## config.mk

```make
export PLATFORM = sky130hd
export DESIGN_NAME = netlist_record_fingerprint_hash
export DESIGN_NICKNAME = d
export VERILOG_FILES = /design/src/rtl/nrfh_pkg.sv /design/src/rtl/nrfh_ctrl.sv /design/src/rtl/nrfh_datapath.sv /design/src/rtl/netlist_record_fingerprint_hash.sv
export VERILOG_INCLUDE_DIRS = /design/src /design/src/rtl
export SDC_FILE = /design/constraint.sdc
export NUM_CORES = 1
export LEC_CHECK = 0
export BUFFER_PORTS_ARGS = -buffer_cell sky130_fd_sc_hd__buf_2
export CELL_PAD_IN_SITES_DETAIL_PLACEMENT = 2
export CELL_PAD_IN_SITES_GLOBAL_PLACEMENT = 2
export CORE_MARGIN = 2
export CORE_UTILIZATION = 39
export CTS_BUF_LIST = sky130_fd_sc_hd__clkbuf_8
export DETAILED_ROUTE_END_ITERATION = 10
export PLACE_DENSITY = 0.83
export SLEW_MARGIN = 30
export SYNTH_ARGS = -nofsm -noshare
export SYNTH_HDL_FRONTEND = slang
export SYNTH_HIERARCHICAL = 1
export SYNTH_SLANG_ARGS = --single-unit
```

## constraint.sdc

```tcl
create_clock -name i_clk -period 5.6 [get_ports i_clk]
set_clock_uncertainty 0.1 [all_clocks]
set_input_delay 0.28 -clock i_clk [delete_from_list [all_inputs] [get_ports i_clk]]
set_output_delay 0.28 -clock i_clk [all_outputs]
set_load 0.01 [all_outputs]
```

## src/rtl/assert_macros.svh

```systemverilog
// assertion macros used by the top-level rtl file
`ifndef ASSERT_MACROS_SVH
`define ASSERT_MACROS_SVH

`ifndef SYNTHESIS
`define ASSERT_IMPLY(label, clk, rst_n, ante, cons) \
    label: assert property (@(posedge clk) disable iff (!rst_n) (ante) |-> (cons)) \
    else $error("implication check failed");
`define ASSERT_NEXT(label, clk, rst_n, ante, cons) \
    label: assert property (@(posedge clk) disable iff (!rst_n) (ante) |=> (cons)) \
    else $error("next-cycle check failed");
`else
`define ASSERT_IMPLY(label, clk, rst_n, ante, cons)
`define ASSERT_NEXT(label, clk, rst_n, ante, cons)
`endif

`endif

```

## src/rtl/nrfh_pkg.sv

```systemverilog
// shared types and constants for the netlist record fingerprint hash
package nrfh_pkg;

    localparam int unsigned HASH_W    = 64;
    localparam int unsigned BYTE_W    = 8;
    localparam int unsigned WORD_W    = 32;
    localparam int unsigned MAX_BYTES = 10;
    localparam int unsigned SEQ_W     = MAX_BYTES * BYTE_W;
    localparam int unsigned CNT_W     = $clog2(MAX_BYTES + 1);
    localparam int unsigned KIND_W    = 3;
    localparam int unsigned TDATA_W   = 168;

    localparam logic [HASH_W-1:0] FNV_BASIS = 64'hcbf29ce484222325;

    // request codes carried in tuser
    localparam logic [KIND_W-1:0] REQ_BEGIN      = 3'd0;
    localparam logic [KIND_W-1:0] REQ_COUNT      = 3'd1;
    localparam logic [KIND_W-1:0] REQ_NET        = 3'd2;
    localparam logic [KIND_W-1:0] REQ_CELL_HEAD  = 3'd3;
    localparam logic [KIND_W-1:0] REQ_CELL_INPUT = 3'd4;
    localparam logic [KIND_W-1:0] REQ_CELL_PARAM = 3'd5;

    // byte count of a begin record
    localparam logic [CNT_W-1:0] BEGIN_BYTES = 4'd8;

    typedef struct packed {
        logic [KIND_W-1:0] req_type;
        logic [WORD_W-1:0] word_value;
        logic [7:0]        radix_code;
        logic [7:0]        port_flag;
        logic [WORD_W-1:0] net_ref;
        logic [7:0]        cell_kind;
        logic [7:0]        input_count;
        logic              vacant;
        logic [HASH_W-1:0] param_value;
    } t_item;

    typedef struct packed {
        logic load;
        logic step;
        logic publish;
    } t_dp_cmd;

    typedef struct packed {
        logic             left_zero;
        logic [CNT_W-1:0] left;
    } t_dp_status;

endpackage

```

## src/rtl/nrfh_ctrl.sv

```systemverilog
// controller state machine: item intake, byte stepping, result hand-off
module nrfh_ctrl (
    input  logic                i_clk,
    input  logic                i_rst_n,
    input  logic                i_s_valid,
    output logic                o_s_ready,
    output logic                o_m_valid,
    input  logic                i_m_ready,
    output nrfh_pkg::t_dp_cmd   o_cmd,
    input  nrfh_pkg::t_dp_status i_status
);

    typedef enum logic [1:0] {
        S_IDLE   = 2'b01,
        S_ABSORB = 2'b10
    } t_state;

    t_state r_state, n_state;
    logic   r_m_valid, n_m_valid;
    logic   w_out_free;

    assign w_out_free = !r_m_valid || i_m_ready;

    always_comb begin
        n_state   = r_state;
        o_cmd     = '0;
        o_s_ready = 1'b0;
        unique case (r_state)
            S_IDLE: begin
                o_s_ready = 1'b1;
                if (i_s_valid) begin
                    o_cmd.load = 1'b1;
                    n_state    = S_ABSORB;
                end
            end
            S_ABSORB: begin
                if (!i_status.left_zero) begin
                    o_cmd.step = 1'b1;
                end else if (w_out_free) begin
                    o_cmd.publish = 1'b1;
                    n_state       = S_IDLE;
                end
            end
            default: n_state = S_IDLE;
        endcase
    end

    always_comb begin
        n_m_valid = r_m_valid;
        if (o_cmd.publish) begin
            n_m_valid = 1'b1;
        end else if (i_m_ready) begin
            n_m_valid = 1'b0;
        end
    end

    always_ff @(posedge i_clk) begin
        if (!i_rst_n) begin
            r_state   <= S_IDLE;
            r_m_valid <= 1'b0;
        end else begin
            r_state   <= n_state;
            r_m_valid <= n_m_valid;
        end
    end

    assign o_m_valid = r_m_valid;

endmodule

```

## src/rtl/nrfh_datapath.sv

```systemverilog
// datapath: byte sequence register, fnv-1a round, running hash and result register
module nrfh_datapath (
    input  logic                         i_clk,
    input  logic                         i_rst_n,
    input  logic                         i_cfg_wr_en,
    input  logic [nrfh_pkg::WORD_W-1:0]  i_cfg_wr_data,
    input  nrfh_pkg::t_item              i_item,
    input  nrfh_pkg::t_dp_cmd            i_cmd,
    output nrfh_pkg::t_dp_status         o_status,
    output logic [nrfh_pkg::HASH_W-1:0]  o_digest
);

    logic [nrfh_pkg::SEQ_W-1:0]  r_seq, n_seq;
    logic [nrfh_pkg::CNT_W-1:0]  r_left, n_left;
    logic [nrfh_pkg::HASH_W-1:0] r_hash, n_hash;
    logic [nrfh_pkg::WORD_W-1:0] r_version;
    logic [nrfh_pkg::HASH_W-1:0] r_dout;

    logic [nrfh_pkg::SEQ_W-1:0]  w_load_seq;
    logic [nrfh_pkg::CNT_W-1:0]  w_load_cnt;
    logic [nrfh_pkg::HASH_W-1:0] w_mix;
    logic [nrfh_pkg::HASH_W-1:0] w_round;

    // serialise one record into bytes, lowest byte absorbed first
    always_comb begin
        w_load_seq = '0;
        w_load_cnt = '0;
        unique case (i_item.req_type)
            nrfh_pkg::REQ_BEGIN: begin
                w_load_seq = {16'h0, r_version, 8'h31, 8'h48, 8'h4b, 8'h54};
                w_load_cnt = nrfh_pkg::BEGIN_BYTES;
            end
            nrfh_pkg::REQ_COUNT, nrfh_pkg::REQ_CELL_INPUT: begin
                w_load_seq = {48'h0, i_item.word_value};
                w_load_cnt = 4'd4;
            end
            nrfh_pkg::REQ_NET: begin
                w_load_seq = {i_item.net_ref, i_item.port_flag, i_item.radix_code,
                              i_item.word_value};
                w_load_cnt = 4'd10;
            end
            nrfh_pkg::REQ_CELL_HEAD: begin
                if (i_item.vacant) begin
                    w_load_seq = '0;
                    w_load_cnt = 4'd1;
                end else begin
                    w_load_seq = {i_item.input_count, i_item.net_ref,
                                  i_item.word_value, i_item.cell_kind};
                    w_load_cnt = 4'd10;
                end
            end
            nrfh_pkg::REQ_CELL_PARAM: begin
                w_load_seq = {16'h0, i_item.param_value};
                w_load_cnt = 4'd8;
            end
            default: begin
                w_load_seq = '0;
                w_load_cnt = '0;
            end
        endcase
    end

    // one fnv-1a round: xor byte, multiply by 0x100000001b3 as shift-add
    assign w_mix   = r_hash ^ {56'h0, r_seq[nrfh_pkg::BYTE_W-1:0]};
    assign w_round = w_mix + (w_mix << 1) + (w_mix << 4) + (w_mix << 5)
                   + (w_mix << 7) + (w_mix << 8) + (w_mix << 40);

    always_comb begin
        n_seq  = r_seq;
        n_left = r_left;
        n_hash = r_hash;
        if (i_cmd.load) begin
            n_seq  = w_load_seq;
            n_left = w_load_cnt;
            if (i_item.req_type == nrfh_pkg::REQ_BEGIN) begin
                n_hash = nrfh_pkg::FNV_BASIS;
            end
        end else if (i_cmd.step) begin
            n_seq  = r_seq >> nrfh_pkg::BYTE_W;
            n_left = r_left - 4'd1;
            n_hash = w_round;
        end
    end

    always_ff @(posedge i_clk) begin
        if (!i_rst_n) begin
            r_left    <= '0;
            r_hash    <= nrfh_pkg::FNV_BASIS;
            r_version <= 32'd1;
        end else begin
            r_left <= n_left;
            r_hash <= n_hash;
            if (i_cfg_wr_en) begin
                r_version <= i_cfg_wr_data;
            end
        end
    end

    always_ff @(posedge i_clk) begin
        r_seq <= n_seq;
        if (i_cmd.publish) begin
            r_dout <= r_hash;
        end
    end

    assign o_status.left      = r_left;
    assign o_status.left_zero = (r_left == '0);
    assign o_digest           = r_dout;

endmodule

```

## src/rtl/netlist_record_fingerprint_hash.sv

```systemverilog
// top level of the netlist record fingerprint hash (64-bit fnv-1a)
// usage
//   slave stream carries one netlist record per item: tuser holds the request
//   kind (begin, count, net, cell head, cell input, cell param), tdata the
//   record fields. master stream returns the running 64-bit digest after
//   every item, one result item per input item, in order.
//   the version word absorbed at begin resets to 1; the user must write it via
//   i_cfg_wr_en/i_cfg_wr_data only while the block is idle (not enforced here).
// timing
//   each record is serialised into up to ten bytes and one byte is absorbed
//   per cycle through a single fnv round (xor, then constant multiply done as
//   shift-add). an item holds the block for its load, one round per byte and
//   the hand-off, which waits while an earlier result is unread. a net or full
//   cell head has ten bytes, begin or param eight, count or input four.
//   unused request codes absorb nothing and return the hash unchanged.
// reset
//   synchronous, active low: hash goes to the offset basis, no result pending.
// back-pressure
//   the digest sits in an output register; the next item is taken while it
//   waits, and only the hand-off of that next item stalls until it is read.
`include "assert_macros.svh"

module netlist_record_fingerprint_hash (
    input  logic                          i_clk,
    input  logic                          i_rst_n,
    // configuration: format_version
    input  logic                          i_cfg_wr_en,
    input  logic [nrfh_pkg::WORD_W-1:0]   i_cfg_wr_data,
    // slave stream
    input  logic                          s_axis_tvalid,
    output logic                          s_axis_tready,
    // tdata, low bit up: word_value[31:0], radix_code[39:32], port_flag[47:40],
    // net_ref[79:48], cell_kind[87:80], input_count[95:88], vacant[96],
    // param_value[160:97], zero fill[167:161]
    input  logic [nrfh_pkg::TDATA_W-1:0]  s_axis_tdata,
    // tuser: req_type[2:0]
    input  logic [nrfh_pkg::KIND_W-1:0]   s_axis_tuser,
    // master stream
    output logic                          m_axis_tvalid,
    input  logic                          m_axis_tready,
    // tdata: digest[63:0]
    output logic [nrfh_pkg::HASH_W-1:0]   m_axis_tdata
);

    nrfh_pkg::t_item      w_item;
    nrfh_pkg::t_dp_cmd    w_cmd;
    nrfh_pkg::t_dp_status w_status;
    logic                 w_in_accept;

    // unpack the record fields from the stream
    assign w_item.req_type    = s_axis_tuser;
    assign w_item.word_value  = s_axis_tdata[31:0];
    assign w_item.radix_code  = s_axis_tdata[39:32];
    assign w_item.port_flag   = s_axis_tdata[47:40];
    assign w_item.net_ref     = s_axis_tdata[79:48];
    assign w_item.cell_kind   = s_axis_tdata[87:80];
    assign w_item.input_count = s_axis_tdata[95:88];
    assign w_item.vacant      = s_axis_tdata[96];
    assign w_item.param_value = s_axis_tdata[160:97];

    assign w_in_accept = s_axis_tvalid && s_axis_tready;

    // sequencer: decides load, byte rounds and result hand-off
    nrfh_ctrl u_ctrl (
        .i_clk     (i_clk),
        .i_rst_n   (i_rst_n),
        .i_s_valid (s_axis_tvalid),
        .o_s_ready (s_axis_tready),
        .o_m_valid (m_axis_tvalid),
        .i_m_ready (m_axis_tready),
        .o_cmd     (w_cmd),
        .i_status  (w_status)
    );

    // hash datapath with the version register and the result register
    nrfh_datapath u_datapath (
        .i_clk         (i_clk),
        .i_rst_n       (i_rst_n),
        .i_cfg_wr_en   (i_cfg_wr_en),
        .i_cfg_wr_data (i_cfg_wr_data),
        .i_item        (w_item),
        .i_cmd         (w_cmd),
        .o_status      (w_status),
        .o_digest      (m_axis_tdata)
    );

    // intake only once the previous record has been fully absorbed
    `ASSERT_IMPLY(a_ready_only_when_drained, i_clk, i_rst_n, s_axis_tready, w_status.left_zero)
    // one item at a time: intake closes right after an acceptance
    `ASSERT_NEXT(a_single_item_in_flight, i_clk, i_rst_n, w_in_accept, !s_axis_tready)
    // a begin record queues the four magic bytes and the version word
    `ASSERT_NEXT(a_begin_byte_count, i_clk, i_rst_n,
        w_in_accept && (s_axis_tuser == nrfh_pkg::REQ_BEGIN),
        w_status.left == nrfh_pkg::BEGIN_BYTES)

endmodule
```

==> results of run 1 <==
[per-stage QoR]
stage | setup TNS (ns) | utilization, % | setup WS, ns | hold WS (ns) | instance area [µm²]
detailed placement | -2.302 | 43.96 | -0.4232 | 0.3342 | 23240
floorplan | 0 | - | 0.5386 | 0.2600 | 20960
global placement | 0 | 43.94 | 0.03524 | 0.3297 | 23230
global route | -1.318 | 50.12 | -0.2175 | 0.001645 | 26500
finish | -0.1051 | 50.13 | -0.05507 | 0.0007723 | 26500
CTS | 0 | 49.05 | 0.009896 | 0.004415 | 25930
[tightest hold or removal path, delay by kind of cell]
| family | cells | cell delay, ns |
|---|---|---|
| compound gates | 2 | 0.23 |
| buf+inv | 1 | 0.08 |
[cells in the mapped netlist, drive strengths merged (47+ instances only)]
master,count
inv,466
edfxtp,144
nor2,56
ha,111
a21oi,82
fa,245
a222oi,52
clkbuf,70
nor2b,57
o22ai,99
o21ai,47
xnor2,47
nand2,80
dfxtp,103
[routing by layer]
| layer | track usage [%] | up-vias | part of all wire, % | wire length [µm] |
|---|---|---|---|---|
| met4 | 18.36 | 2 | 7.2 | 7181 |
| li1 | - | 7916 | - | - |
| met5 | 0 | - | 0.013 | 13 |
| met3 | 6.156 | 381 | 6.4 | 6367 |
| met1 | 37.82 | 9901 | 37 | 36860 |
| met2 | 56.32 | 1037 | 50 | 49780 |
[cells in the final DEF, fill, tap and decap left out, types with 8 or more instances in the layout]
cell,n
mux2i_1,36
nand3_1,16
clkinvlp_4,13
a222oi_1,52
mux2_2,32
and2_1,10
xnor2_1,44
a21oi_1,75
o21ai_0,36
nand2_1,74
dfxtp_1,97
a31oi_1,10
buf_2,264
dlygate4sd3_1,157
clkinv_2,9
clkbuf_8,60
o21ai_1,8
o21bai_1,14
nor3_1,12
inv_1,469
a21o_1,36
a221o_1,13
nand4_1,13
xor2_1,26
buf_4,95
a22oi_1,43
fa_1,244
nand2b_1,8
nor2b_1,55
o22ai_1,98
edfxtp_1,144
ha_1,104
nor2_1,51
[repair_timing]
action                                  in CTS  in global routing
buffers inserted                             1                 37
hold buffers                               157                  0
hold endpoints to repair                   120                  0
endpoints found under the setup margin      23                 29
gates resized for setup                      6                 65
gates cloned                                 0                  0
pin swaps                                    0                 13
[state kept, by name, indices dropped and copies added (netlist names)]
signal,count
u_ctrl/o_m_valid,1
u_ctrl/r_state,2
u_datapath/o_digest,64
u_datapath/r_hash,64
u_datapath/r_left,4
u_datapath/r_seq,80
u_datapath/r_version,32
[worst max path at each step]
stage	start	end	slack [ns]	cells past startpoint
2_1_floorplan	u_datapath/r_left[0]	u_datapath/r_hash[62]	0.54	12
3_3_place_gp	u_datapath/r_seq[0]	u_datapath/r_hash[59]	0.04	19
3_5_place_dp	u_datapath/r_seq[0]	u_datapath/r_hash[59]	-0.42	19
4_1_cts	u_datapath/r_hash[2]	u_datapath/r_hash[60]	0.01	17
5_1_grt	u_datapath/r_hash[31]	u_datapath/r_hash[59]	-0.22	18
6_report	u_datapath/r_hash[31]	u_datapath/r_hash[59]	-0.06	18
[cell type report]
cell class              count  area (µm²)
inverters                 469        1809
repair buffers            520        3651
flip-flops and latches    247        6396
fillers                  5352       26370
clock inverters            36       255.2
multi-input cells        1243       12690
clock buffers              60       825.8
diodes                      3       7.507
well taps                 688       860.8
[cell families after synthesis]
family | share of synthesized area (%)
compound gates | 15.41
simple gates | 7.073
flops | 30.46
buf+inv | 10.28
fa+ha+maj | 30.02
mux | 3.486
xor+xnor | 3.259
==> run metrics, run 1 <==
Die X roughly 240 µm; CP Max Fanout 6; ys async rst share 0%; worst path bufs/invs 5; Post-synth top flop edfxtp_1; via count ~19000; drt pass-1 iters 8; antenna violations before repair 4; syn_nets approximately 2600; CP most frequent cell fa_1; HP Start s_axis_tdata[147]; clock sinks around 250; synthesized area 20960 µm²; layout cells sized above 1 21.98%; final-report setup violation count 2; synthesized instance count slightly above 2000; Fin. Hold Viols 0; R2R cell count 18; sequential cell area fraction in the yosys report ~30%; setup ws final -0.05507 ns; dpl hpwl ~60 mm; Reg2Reg Setup Slack -0.06 ns; Crit Path Class reg2reg; Slew Viols, Final 0; first-pass GRT wire length between 100 and 150 mm; Worst Tran Pin Value just over 1 ns; Area contributors post-synth fa_1 (23%), edfxtp_1 (21%), dfxtp_1 (9.8%), inv_1 (8.3%), ha_1 (6.6%); Synth Area per Inst slightly above 10 µm²; Detail Route Antenna Nets 0; worst r2r src u_datapath/r_hash[31]; Period minus WS final 5.655 ns; Netlist cell types 82; pin count of the biggest net entering global routing 84; achievable frequency about 180 MHz; worst stage delay on the critical path around 0.56 ns; Critical Path Sink Type flop; DIE HEIGHT ~240 µm; startpoint class of the critical path flop; outcome finished with violations; DR vias/cell 5.890; cts bufs inserted 51; Placed Cells slightly below 3000; EDFF count, synth around 140; failing checks setup timing; clock buffer depth 3; area grow syn2layout 26.41%; grt ovf 0; number of synthesized register bits 247; clk slew on worst S/H paths ~0.06 ns; Yosys top cell by area fa_1; Hold Crit Depth 3; Finished Layout Cells roughly 3300; total wire length 100.2 mm; drt wl/cell between 30 and 40 µm; # port buffers between 200 and 300; GP Congestion ~0.90; Critical Path RT roughly 6.0 ns; max cap viols 0; vias in the first global route roughly 22000; Overall Global Routing Usage between 30% and 40%; full die area 55620 µm²; htree depth 2; DRC errors left 0; Slowest-stage cell, CP fa_1; Worst EP arrival 6.06 ns; synth warn 6; Initial DRC Count ~1700; reg-to-reg endpoint u_datapath/r_hash[59]; io pins around 270; CTS Root Cell clkbuf_8; WHS Endpoint u_datapath/r_seq[50]; Period Utilization, post-route 101.0%; crit-path cells clkinvlp_4 > buf_4 > fa_1 > inv_1 > fa_1 > fa_1 > inv_1 > fa_1 > inv_1 > ha_1 > a21oi_1 > o21ai_0 > a311o_1 > a21oi_2 > nor4b_4 > nor2_1 > xnor2_1 > a22oi_1; Skew-Pair Late Insertion Delay between 0.6 and 0.7 ns; delay-heaviest family, CP adder cells; placeable core region 52870 µm²; Yosys top cell area share approximately a quarter; Final #Nets around 3100; Hold WC Path Type in2reg; row cnt 84; slew margin rel. between 30% and 40%; CTS tree yes; Starting Density between 30% and 40%
Power of run 1 is not shown: default switching activity piles up to over one toggle a cycle in this logic, so the estimate is an artifact.
==> run 2, diff against run 1 <==
CORE_ASPECT_RATIO = 0.5   (was not set)
==> run metrics, run 2 (synthesized netlist as in run 1, its figures left out) <==
outcome finished with violations; failing checks setup timing; row cnt 60 (-29%); drt wl/cell 30.95 µm (+0.88%); drt pass-1 iters 9 (+1); Initial DRC Count 1798 (+2.9%); full die area 55730 µm² (+0.20%); DRC errors left 0 (unchanged); Period minus WS final 6.044 ns (+0.3893 ns); Critical Path Sink Type flop; Worst EP arrival 6.45 ns (+0.39 ns); placeable core region 53450 µm² (+1.1%); final-report setup violation count 25 (+23); grt ovf 0 (unchanged); GP Congestion 0.8865 (-1.2%); via count 19306 (+0.36%); startpoint class of the critical path flop; cts bufs inserted 42 (-18%); Die X 331.9 µm (+41%); Skew-Pair Late Insertion Delay 0.64 ns (-0.05 ns); Starting Density 39.22% (-0.43 points); max reg flops 80 (unchanged); Overall Global Routing Usage 31.60% (-0.92 points); io pins 274 (unchanged); # fillers 5500 (+2.8%); CP Max Fanout 6 (unchanged); clk slew on worst S/H paths 0.08 ns (+0.02 ns); Design Area, Final 26000 µm² (-1.9%); htree depth 2 (unchanged); CTS Root Cell clkbuf_8; clock buffer depth 3 (unchanged); most common cell after layout, fill and taps aside inv_1; first-pass GRT wire length 134.2 mm (-2.2%); Slew Viols, Final 0 (unchanged); area grow syn2layout 24.03%; placed instance area 23250 µm² (about the same); setup ws final -0.4444 ns (-0.3893 ns); Critical Path RT 6.00 ns (about the same); slew margin rel. 26.46% (-4.9 points); # port buffers 266 (unchanged); DIE HEIGHT 167.9 µm (-29%); pre-CTS WS -0.05553 ns (+0.3677 ns); pin count of the biggest net entering global routing 70 (-17%); Fin. Hold Viols 0 (unchanged); Detail Route Antenna Nets 0 (unchanged); clock sinks 247 (unchanged); most frequent cells in the layout inv_1 (463), buf_2 (265), fa_1 (244); dpl hpwl 59.78 mm (+0.68%); DR vias/cell 5.948 (+0.98%); vias in the first global route 21638 (+0.16%); Biggest register u_datapath/r_seq; antenna violations before repair 3 (-1); achievable frequency 165.4 MHz (-6.4%); Setup TNS -4.721 ns (-4.616 ns); Hold WC Path Type in2reg; layout cells sized above 1 21.75% (-0.23 points); Placed Cells 2994 (+0.74%); CTS tree yes; Final #Nets 3059 (-1.2%); Worst Tran Pin Value 1.100 ns (+0.07374 ns); Crit Path Class reg2reg; max cap viols 0 (unchanged); Finished Layout Cells 3246 (-0.61%); Period Utilization, post-route 107.9% (+7.0 points); total wire length 100.5 mm (+0.27%)
[run 2: cell type report]
type | count | area, µm² | share of cell area, %
multi-input combinational | 1243 | 12660 | 48.68
sequential | 247 | 6395 | 24.60
timing repair buffer | 492 | 3406 | 13.10
inverter | 469 | 1807 | 6.949
tap | 713 | 892.1 | 3.431
clock buffer | 47 | 646.9 | 2.488
clock inverter | 31 | 186.4 | 0.7170
antenna | 4 | 10.01 | 0.03850
[run 2: repair_timing]
item | 4_1_cts | 5_1_grt
gates resized for setup | 7 | 61
hold endpoints to repair | 93 | 0
hold buffers | 127 | 0
endpoints found under the setup margin | 18 | 30
pin swaps | 0 | 10
buffers inserted | 2 | 40
[run 2: critical path, cell delays in order, from the launching register on]
cell	delay (ns)
dfxtp_1	0.41
clkinvlp_4	0.18
buf_4	0.21
fa_1	0.56
inv_1	0.08
fa_1	0.58
fa_1	0.45
ha_1	0.33
ha_1	0.42
a21oi_1	0.33
o21ai_1	0.21
or3_1	0.44
o2111a_1	0.31
o21ai_1	0.19
o211ai_1	0.32
a21oi_2	0.38
mux2i_1	0.30
nor2_1	0.11
[run 2: worst paths after layout]
check             depth (start not counted)                 endpoint  slack (ns)                   from
setup / recovery                         17    u_datapath/r_hash[52]       -0.44  u_datapath/r_hash[14]
hold / removal                            3      u_datapath/r_seq[8]        0.01        s_axis_tdata[8]
setup reg to reg                         17    u_datapath/r_hash[52]       -0.44  u_datapath/r_hash[14]
hold reg to reg                           0  u_datapath/o_digest[27]        0.33  u_datapath/r_hash[27]
[run 2: layer usage]
metal  GRT usage, %  vias to the layer above  routed length [µm]
met5              0                        -                   0
met4          13.32                        0                6405
met3          5.126                      433                6548
met2          57.85                     1069               50240
met1          36.90                     9965               37280
li1               -                     7839                   -
[run 2: per-stage QoR]
stage,hold slack [ns],utilization (%)
global route,0.001942,48.64
global placement,0.3133,43.48
floorplan,0.2600,-
CTS,0.002727,47.53
finish,0.009884,48.64
detailed placement,0.3201,43.49
Power of run 2 is left out for the same reason.
